$ cat config.mk
export PLATFORM = sky130hd
export DESIGN_NAME = tws_ctrl
export DESIGN_NICKNAME = d
export VERILOG_FILES = /design/src/rtl/core/tcp_window_sender_control_unit_defines.svh /design/src/rtl/core/tws_pkg.sv /design/src/rtl/core/tws_ctrl.sv
export SDC_FILE = /design/constraint.sdc
export NUM_CORES = 1
export LEC_CHECK = 0
export BUFFER_PORTS_ARGS = -buffer_cell sky130_fd_sc_hd__buf_2
export CAP_MARGIN = 25
export CORE_MARGIN = 3
export CORE_UTILIZATION = 53
export CTS_BUF_LIST = sky130_fd_sc_hd__clkbuf_8
export CTS_CLUSTER_SIZE = 10
export DETAILED_ROUTE_END_ITERATION = 6
export PLACE_DENSITY_LB_ADDON = 0.2
export SYNTH_ARGS = -nofsm -noshare
export SYNTH_HDL_FRONTEND = slang
export SYNTH_SLANG_ARGS = --single-unit
export TNS_END_PERCENT = 10
$ cat constraint.sdc
create_clock -name clk_i -period 2.6 [get_ports clk_i]
set_input_delay 0.52 -clock clk_i [delete_from_list [all_inputs] [get_ports clk_i]]
set_output_delay 0.52 -clock clk_i [all_outputs]
set_load 0.01 [all_outputs]
$ cat src/rtl/core/tcp_window_sender_control_unit_defines.svh
// Assertion macros for the window sender. Both collapse to nothing in synthesis.
`ifndef TCP_WINDOW_SENDER_CONTROL_UNIT_DEFINES_SVH
`define TCP_WINDOW_SENDER_CONTROL_UNIT_DEFINES_SVH
`ifndef SYNTHESIS
`define TWS_ASSERT(name, clk, rst_n, prop) \
  name: assert property (@(posedge clk) disable iff (!rst_n) (prop)) \
    else $error("window sender assertion failed");
`define TWS_ASSERT_IMPL(name, clk, rst_n, ante, cons) \
  name: assert property (@(posedge clk) disable iff (!rst_n) (ante) |-> (cons)) \
    else $error("window sender assertion failed");
`else
`define TWS_ASSERT(name, clk, rst_n, prop)
`define TWS_ASSERT_IMPL(name, clk, rst_n, ante, cons)
`endif
`endif

$ cat src/rtl/core/tws_pkg.sv
package tws_pkg;

  localparam int unsigned MAX_WIN_SEGS = 64;
  localparam int unsigned TIMER_DEPTH  = 128;
  localparam int unsigned RESULT_LIMIT = 64;

  localparam int unsigned FLIGHT_AW = $clog2(MAX_WIN_SEGS);
  localparam int unsigned TIMER_AW  = $clog2(TIMER_DEPTH);
  localparam int unsigned SEGS_W    = $clog2(MAX_WIN_SEGS + 1);
  localparam int unsigned TCNT_W    = $clog2(TIMER_DEPTH + 1);
  localparam int unsigned NRES_W    = $clog2(RESULT_LIMIT + 1);

  localparam int unsigned SEQ_W   = 24;
  localparam int unsigned LEN_W   = 16;
  localparam int unsigned WIN_W   = 23;
  localparam int unsigned TMO_W   = 8;
  localparam int unsigned STAMP_W = 32;
  localparam int unsigned DIVN_W  = 32;
  localparam int unsigned CFG_W   = 24;

  localparam logic [WIN_W-1:0] WIN_CAP        = 23'd4194304;
  localparam logic [LEN_W-1:0] SEG_RESET      = 16'd1000;
  localparam logic [SEQ_W-1:0] STREAM_RESET   = 24'd100000;
  localparam logic [WIN_W-1:0] WINDOW_RESET   = 23'd5900;
  localparam logic [TMO_W-1:0] TIMEOUT_RESET  = 8'd1;

  localparam logic [1:0] CFG_SEGMENT = 2'd0;
  localparam logic [1:0] CFG_STREAM  = 2'd1;
  localparam logic [1:0] CFG_WINDOW  = 2'd2;
  localparam logic [1:0] CFG_TIMEOUT = 2'd3;

  typedef struct packed {
    logic accept;
    logic tick;
    logic tmo_clear;
    logic resend;
    logic pop_flight;
    logic ack_update;
    logic grow_load;
    logic grow_take;
    logic seg_load;
    logic seg_take;
    logic pop_timer;
    logic send;
    logic status;
    logic drain;
  } cmd_t;

  typedef struct packed {
    logic tq_empty;
    logic expired;
    logic done;
    logic flight_pop;
    logic timer_pop;
    logic popped;
    logic div_busy;
    logic can_send;
    logic n_zero;
    logic emit_ok;
    logic out_free;
    logic pend_v;
  } status_t;

endpackage

$ cat src/rtl/core/tws_ctrl.sv
module tws_ctrl (
  input  logic               clk_i,
  input  logic               rst_ni,
  input  logic               in_valid_i,
  input  logic               command_i,
  output logic               in_ready_o,
  input  tws_pkg::status_t   status_i,
  output tws_pkg::cmd_t      cmd_o
);
  import tws_pkg::*;

  typedef enum logic [13:0] {
    S_IDLE  = 14'b00000000000001,
    S_T_RD  = 14'b00000000000010,
    S_T_CHK = 14'b00000000000100,
    S_A_RD  = 14'b00000000001000,
    S_A_CHK = 14'b00000000010000,
    S_G_MUL = 14'b00000000100000,
    S_G_DIV = 14'b00000001000000,
    S_S_LD  = 14'b00000010000000,
    S_S_DIV = 14'b00000100000000,
    S_P_RD  = 14'b00001000000000,
    S_P_CHK = 14'b00010000000000,
    S_SEND  = 14'b00100000000000,
    S_FIN   = 14'b01000000000000,
    S_DRAIN = 14'b10000000000000
  } state_e;

  state_e state_q, state_d;

  always_comb begin
    state_d    = state_q;
    cmd_o      = '0;
    in_ready_o = 1'b0;
    unique case (state_q)
      S_IDLE: begin
        in_ready_o = 1'b1;
        if (in_valid_i) begin
          cmd_o.accept = 1'b1;
          cmd_o.tick   = !command_i;
          state_d      = command_i ? S_A_RD : S_T_RD;
        end
      end
      S_T_RD: state_d = status_i.tq_empty ? S_SEND : S_T_CHK;
      S_T_CHK: begin
        if (!status_i.expired) begin
          state_d = S_SEND;
        end else if (status_i.done) begin
          cmd_o.tmo_clear = 1'b1;
          state_d         = S_SEND;
        end else if (status_i.emit_ok) begin
          cmd_o.resend = 1'b1;
          state_d      = S_SEND;
        end
      end
      S_A_RD: state_d = S_A_CHK;
      S_A_CHK: begin
        if (status_i.flight_pop) begin
          cmd_o.pop_flight = 1'b1;
          state_d          = S_A_RD;
        end else if (status_i.popped) begin
          cmd_o.ack_update = 1'b1;
          state_d          = S_G_MUL;
        end else begin
          state_d = S_P_RD;
        end
      end
      S_G_MUL: begin
        cmd_o.grow_load = 1'b1;
        state_d         = S_G_DIV;
      end
      S_G_DIV: begin
        if (!status_i.div_busy) begin
          cmd_o.grow_take = 1'b1;
          state_d         = S_S_LD;
        end
      end
      S_S_LD: begin
        cmd_o.seg_load = 1'b1;
        state_d        = S_S_DIV;
      end
      S_S_DIV: begin
        if (!status_i.div_busy) begin
          cmd_o.seg_take = 1'b1;
          state_d        = S_P_RD;
        end
      end
      S_P_RD: state_d = S_P_CHK;
      S_P_CHK: begin
        if (status_i.timer_pop) begin
          cmd_o.pop_timer = 1'b1;
          state_d         = S_P_RD;
        end else begin
          state_d = S_SEND;
        end
      end
      S_SEND: begin
        if (!status_i.can_send) begin
          state_d = S_FIN;
        end else if (status_i.emit_ok) begin
          cmd_o.send = 1'b1;
        end
      end
      S_FIN: begin
        if (!(status_i.n_zero && status_i.done)) begin
          state_d = S_DRAIN;
        end else if (status_i.emit_ok) begin
          cmd_o.status = 1'b1;
          state_d      = S_DRAIN;
        end
      end
      S_DRAIN: begin
        if (!status_i.pend_v) begin
          state_d = S_IDLE;
        end else if (status_i.out_free) begin
          cmd_o.drain = 1'b1;
          state_d     = S_IDLE;
        end
      end
      default: state_d = S_IDLE;
    endcase
  end

  always_ff @(posedge clk_i or negedge rst_ni) begin
    if (!rst_ni) begin
      state_q <= S_IDLE;
    end else begin
      state_q <= state_d;
    end
  end

endmodule

Word-level counts from Yosys, hierarchy flattened
Index checks and enable logic that the tools add are counted.

Bits in registers: 14. Bits in latches: 0. Bits in writable memories: 0. Bits in read-only memories: 0. Output and inout bits: 15. Memories kept: 0.

$add $sub $neg: 0. Multiply operators: 0. Divide/modulo/power cells: 0. $lt $le $gt $ge: 0. Equal/unequal tests: 21. Shift-type cells: 0. Multiplexer cells: 43. Bitwise logic cells: 0. Reduce and logical (&&, ||, !) cells: 3.

Operators with widths (number): case mux 14 bit (14 select lines) (1); 2-to-1 mux 14 bit (12); 2-to-1 mux 12 bit (2); 2-to-1 mux 1 bit (21); == test 14 x 1 -> 1 bit (second input constant) (1); == test 14 x 10 -> 1 bit (second input constant) (1); == test 14 x 11 -> 1 bit (second input constant) (1); == test 14 x 12 -> 1 bit (second input constant) (1); == test 14 x 13 -> 1 bit (second input constant) (1); == test 14 bit (second input constant) (1); == test 14 x 2 -> 1 bit (second input constant) (1); == test 14 x 3 -> 1 bit (second input constant) (1); == test 14 x 4 -> 1 bit (second input constant) (1); == test 14 x 5 -> 1 bit (second input constant) (1); == test 14 x 6 -> 1 bit (second input constant) (1); == test 14 x 7 -> 1 bit (second input constant) (1); == test 14 x 8 -> 1 bit (second input constant) (1); == test 14 x 9 -> 1 bit (second input constant) (1); 2-to-1 mux 10 bit (1); 2-to-1 mux 2 bit (5); != test 2 bit (second input constant) (4); AND reduction 7 bit (1); != test 3 bit (second input constant) (2); 2-to-1 mux 4 bit (1); 3 further kinds (3).

Depth between registers and ports, before layout
Depth after elaboration: 4. Gate-level depth with buffers: 6.

Worst setup path before layout
No wires, ideal clock.

Path kind: register to output. Start point: register state_q[4]. End point: output cmd_o[12] (netlist name). Arrival time: 2.008 ns. Setup slack: 0.072 ns. Stages on the path, launching flop included: 6. Buffers on the path: 1. Path through: dfrtp_1 clkbuf_1 or4_1 nor4_4 and2_1 nor2b_1.

RTL lines: start, declared (line tws_ctrl.sv:29) `state_e state_q, state_d;`; start signal, assigned (line tws_ctrl.sv:128) `state_q <= state_d;`; end, declared (line tws_ctrl.sv:8) `output tws_pkg::cmd_t cmd_o`.

==> reports/qor.csv <==
stage;metric;value;unit
synth;Post-Synth Simple-Gate Area;0.452;
grt;initial antenna violation count;0;
synth;post-synth top area share;0.294;
setup_path;RR Endpoint;state_q[11];
floorplan;DIE HEIGHT;51.7;um
timing;Hold Slack;0.165;ns
setup_path;crit end category;output port;
floorplan;chip width;51.7;um
timing;max-slew headroom at the worst pin;0.715;
clock_network;H-tree depth;1;
setup_path;CP max stage delay;0.48;ns
synth;Yosys top cell by area;dfrtp_1;
clock_network;Sinks on Clock Net;14;
timing;Final Hold Vio Count;0;
final_layout;fin cells;188;
drt;DRT iter0 DRCs;50;
final_layout;area of the multi-input gates;753;um^2
clock_network;hold_buf cts;0;
drt;drt drc;0;
setup_path;Largest delay share family, worst path;simple AND/OR/NAND/NOR gates;
setup_path;kind of critical path;reg2out;
floorplan;Initial Util;0.601;
synth;register area share after synthesis;0.318;
floorplan;die area;2670;um^2
setup_path;slowest stage cell, crit path;dfrtp_1;
drt;post-detailed-route wirelength per cell;17.3;um
synth;Seq cells post-synth;14;
timing;final-report max-slew violation count;0;
final_layout;fill cell count;157;
synth;Syn. warnings;0;
final_layout;ANT cells;0;
clock_network;CTS Buf Count;3;
final_layout;Final Instance Area;1410;um^2
timing;Max Fclk;0.384;GHz
pwr;Static Leak;0.681;nW
placed_design;post-DP HPWL;2.31;mm
grt;vias in the first global route;1154;
synth;syn_area_per_cell;8.44;um^2
placed_design;dpl cells;184;
setup_path;Buf/Inv on CP;1;
final_layout;Largest register FFs;14;
synth;number of synthesized flops with an enable pin;0;
synth;fraction of the mapped netlist area in adder cells;0;
floorplan;IO Pins;31;
setup_path;crit-path max FO;8;
timing;Tcrit/Tclk final;1.00;
timing;unrepaired setup endpoints after global routing;true;
placed_design;Routability Congestion;0.919;
clock_network;clk_lat worst skew;0.25;ns
synth;largest cells by area after synthesis;dfrtp_1 29%, nor4_1 5.1%, nor4_4 3.8%;
synth;Net Count, Synth;147;
clock_network;Clock Tree Root;clkbuf_8;
drt;DR vias;1215;
outcome;failing checks;setup timing;
synth;xor and xnor area share after synthesis;0.0238;
synth;largest family of logic cells by synthesized area;simple AND/OR/NAND/NOR gates;
setup_path;Reg2Reg Launch Point;state_q[13];
final_layout;Largest regs;state_q: 14 flops;
drt;DR vias/cell;6.46;
floorplan;Rows;15;
setup_path;cells on worst reg2reg path;5;
timing;worst setup margin;-0.00498;ns
timing;minimum clock period;2.60;ns
synth;Most used DFF post-synth;dfrtp_1;
synth;multiplexer area fraction after synthesis;0.0181;
clock_network;TritonCTS clock tree;yes;
final_layout;Register Area;357;um^2
synth;asr flop ratio synth;1.00;
setup_path;Worst Path Required;2.08;ns
setup_path;crit path launch type;register;
setup_path;Crit path arrival time;2.08;ns
timing;Layout Skew;0.00386;ns
synth;Mapped Area;1110;um^2
grt;largest net degree at the start of global routing;15;
timing;Tightest Pin Transition;0.424;ns
grt;GRT overflow;0;
synth;Yosys cell types;42;
grt;total track usage;0.272;
clock_network;Clk pin slew, worst setup/hold paths;0.06;ns
final_layout;Reg with most FFs;state_q;
outcome;status;finished, violations left;
drt;Pre-antenna DRT Iters;4;
final_layout;Area Overhead vs Synth;27.1;%
grt;first-pass GRT wire length;5.44;mm
drt;antenna-violating nets left;0;
placed_design;Cell Area, Placed;1300;um^2
timing;Final Setup Violations;1;
synth;Synth Instances;131;
drt;DRT Wirelength;3.25;mm
clock_network;CTS Buffer Depth;2;
pwr;VDD IR max;0.000620;V
synth;post-synthesis compound-gate area fraction;0.146;
final_layout;nets;180;
job;max-cap violation count;0;
final_layout;proportion of layout cells with a drive suffix above 1;0.393;
placed_design;port bufs;30;
floorplan;core region area;1840;um^2
setup_path;cells along the critical path;nor4_4 -> nand4_2 -> or3b_1 -> nor3b_1 -> buf_2;
min_path;Hold Path Class;in2async;
placed_design;Place WS;0.227;ns
setup_path;reg-to-reg slack, setup;0.44;ns
pwr;total power;1.14;mW
pwr;cell area power density;808;nW/um^2
==> layer usage <==
metal	up-vias	part of all wire	track usage
met5	-	0	0
li1	565	-	-
met4	0	0.026	0.109
met3	11	0.081	0.0344
met2	63	0.47	0.441
met1	576	0.43	0.366
==> cells in the final DEF, fill, tap and decap left out, types with 2 or more instances in the layout <==
cell | synthesis | layout
nor4_1 | 9 | 9
and3_1 | 3 | 3
a21o_1 | 2 | 2
nor4_4 | 2 | 3
nor3_1 | 6 | 5
nor2_1 | 11 | 9
or2_2 | 2 | 2
inv_1 | 4 | 4
dfrtp_2 | 0 | 4
a21oi_1 | 4 | 4
xor2_1 | 3 | 3
mux2i_1 | 2 | 2
buf_2 | 1 | 30
nand3_1 | 6 | 6
nand2_1 | 7 | 7
nor2b_1 | 4 | 4
o22ai_1 | 2 | 2
and4b_1 | 3 | 3
o21ai_0 | 6 | 6
or4_4 | 0 | 4
buf_4 | 0 | 6
or3_1 | 4 | 4
clkbuf_8 | 0 | 4
nor3b_1 | 5 | 4
dfrtp_1 | 13 | 9
nor2_2 | 0 | 2
==> repair_timing <==
item	4_1_cts	5_1_grt
endpoints found under the setup margin	5	6
gates resized for setup	7	8
buffers inserted	0	0
==> area by class of cell <==
type	count	share of cell area
clock buffers	4	0.0391
inverters	4	0.0107
multi-input cells	105	0.536
flip-flops and latches	14	0.254
well taps	25	0.0222
repair buffers	36	0.139
==> cell families (layout without fill, tap and decap cells) <==
family	Yosys count	in the layout
compound gates	23	23
xor+xnor	3	3
buf+inv	12	44
flops	14	14
mux	2	2
simple gates	77	77
==> report_power, final <==
| part | total (mW) | switching [mW] | leakage, nW | internal (mW) |
|---|---|---|---|---|
| logic | 0.595 | 0.315 | 0.468 | 0.280 |
| registers | 0.324 | 0.0708 | 0.184 | 0.254 |
| clock network | 0.216 | 0.0820 | 0.0288 | 0.134 |
| total | 1.14 | 0.468 | 0.681 | 0.668 |
==> Yosys cell counts (all sizes together) (2+ instances only) <==
| cell type | number |
|---|---|
| dfrtp | 13 |
| nor4 | 12 |
| nor2 | 11 |
| clkbuf | 7 |
| nand2 | 7 |
| nand3 | 6 |
| nor3 | 6 |
| o21ai | 6 |
| a21oi | 5 |
| nor3b | 5 |
| inv | 4 |
| nor2b | 4 |
| or3 | 4 |
| or4 | 4 |
| and3 | 3 |
| and4b | 3 |
| xor2 | 3 |
| a21o | 2 |
| and2 | 2 |
| mux2i | 2 |
| nand4 | 2 |
| o2111ai | 2 |
| o22ai | 2 |
| or2 | 2 |
| or4b | 2 |
==> worst max path at each step <==
stage	from	end	slack (ns)	cells after the start
after floorplan	state_q[4]	cmd_o[12]	0.07	5
after global placement	state_q[4]	cmd_o[12]	0.25	5
after detailed placement	state_q[4]	cmd_o[12]	0.23	5
after CTS	state_q[4]	cmd_o[12]	0.005	5
after global routing	state_q[4]	cmd_o[12]	-0.06	5
final	state_q[1]	cmd_o[8]	-0.005	5
==> metrics by stage <==
step | util | TNS [ns]
floorplan | - | 0
global placement | 0.707 | 0
detailed placement | 0.707 | 0
CTS | 0.755 | 0
global route | 0.765 | -0.117
finish | 0.765 | -0.00498
Note: power is estimated with default switching activity, not from simulation.
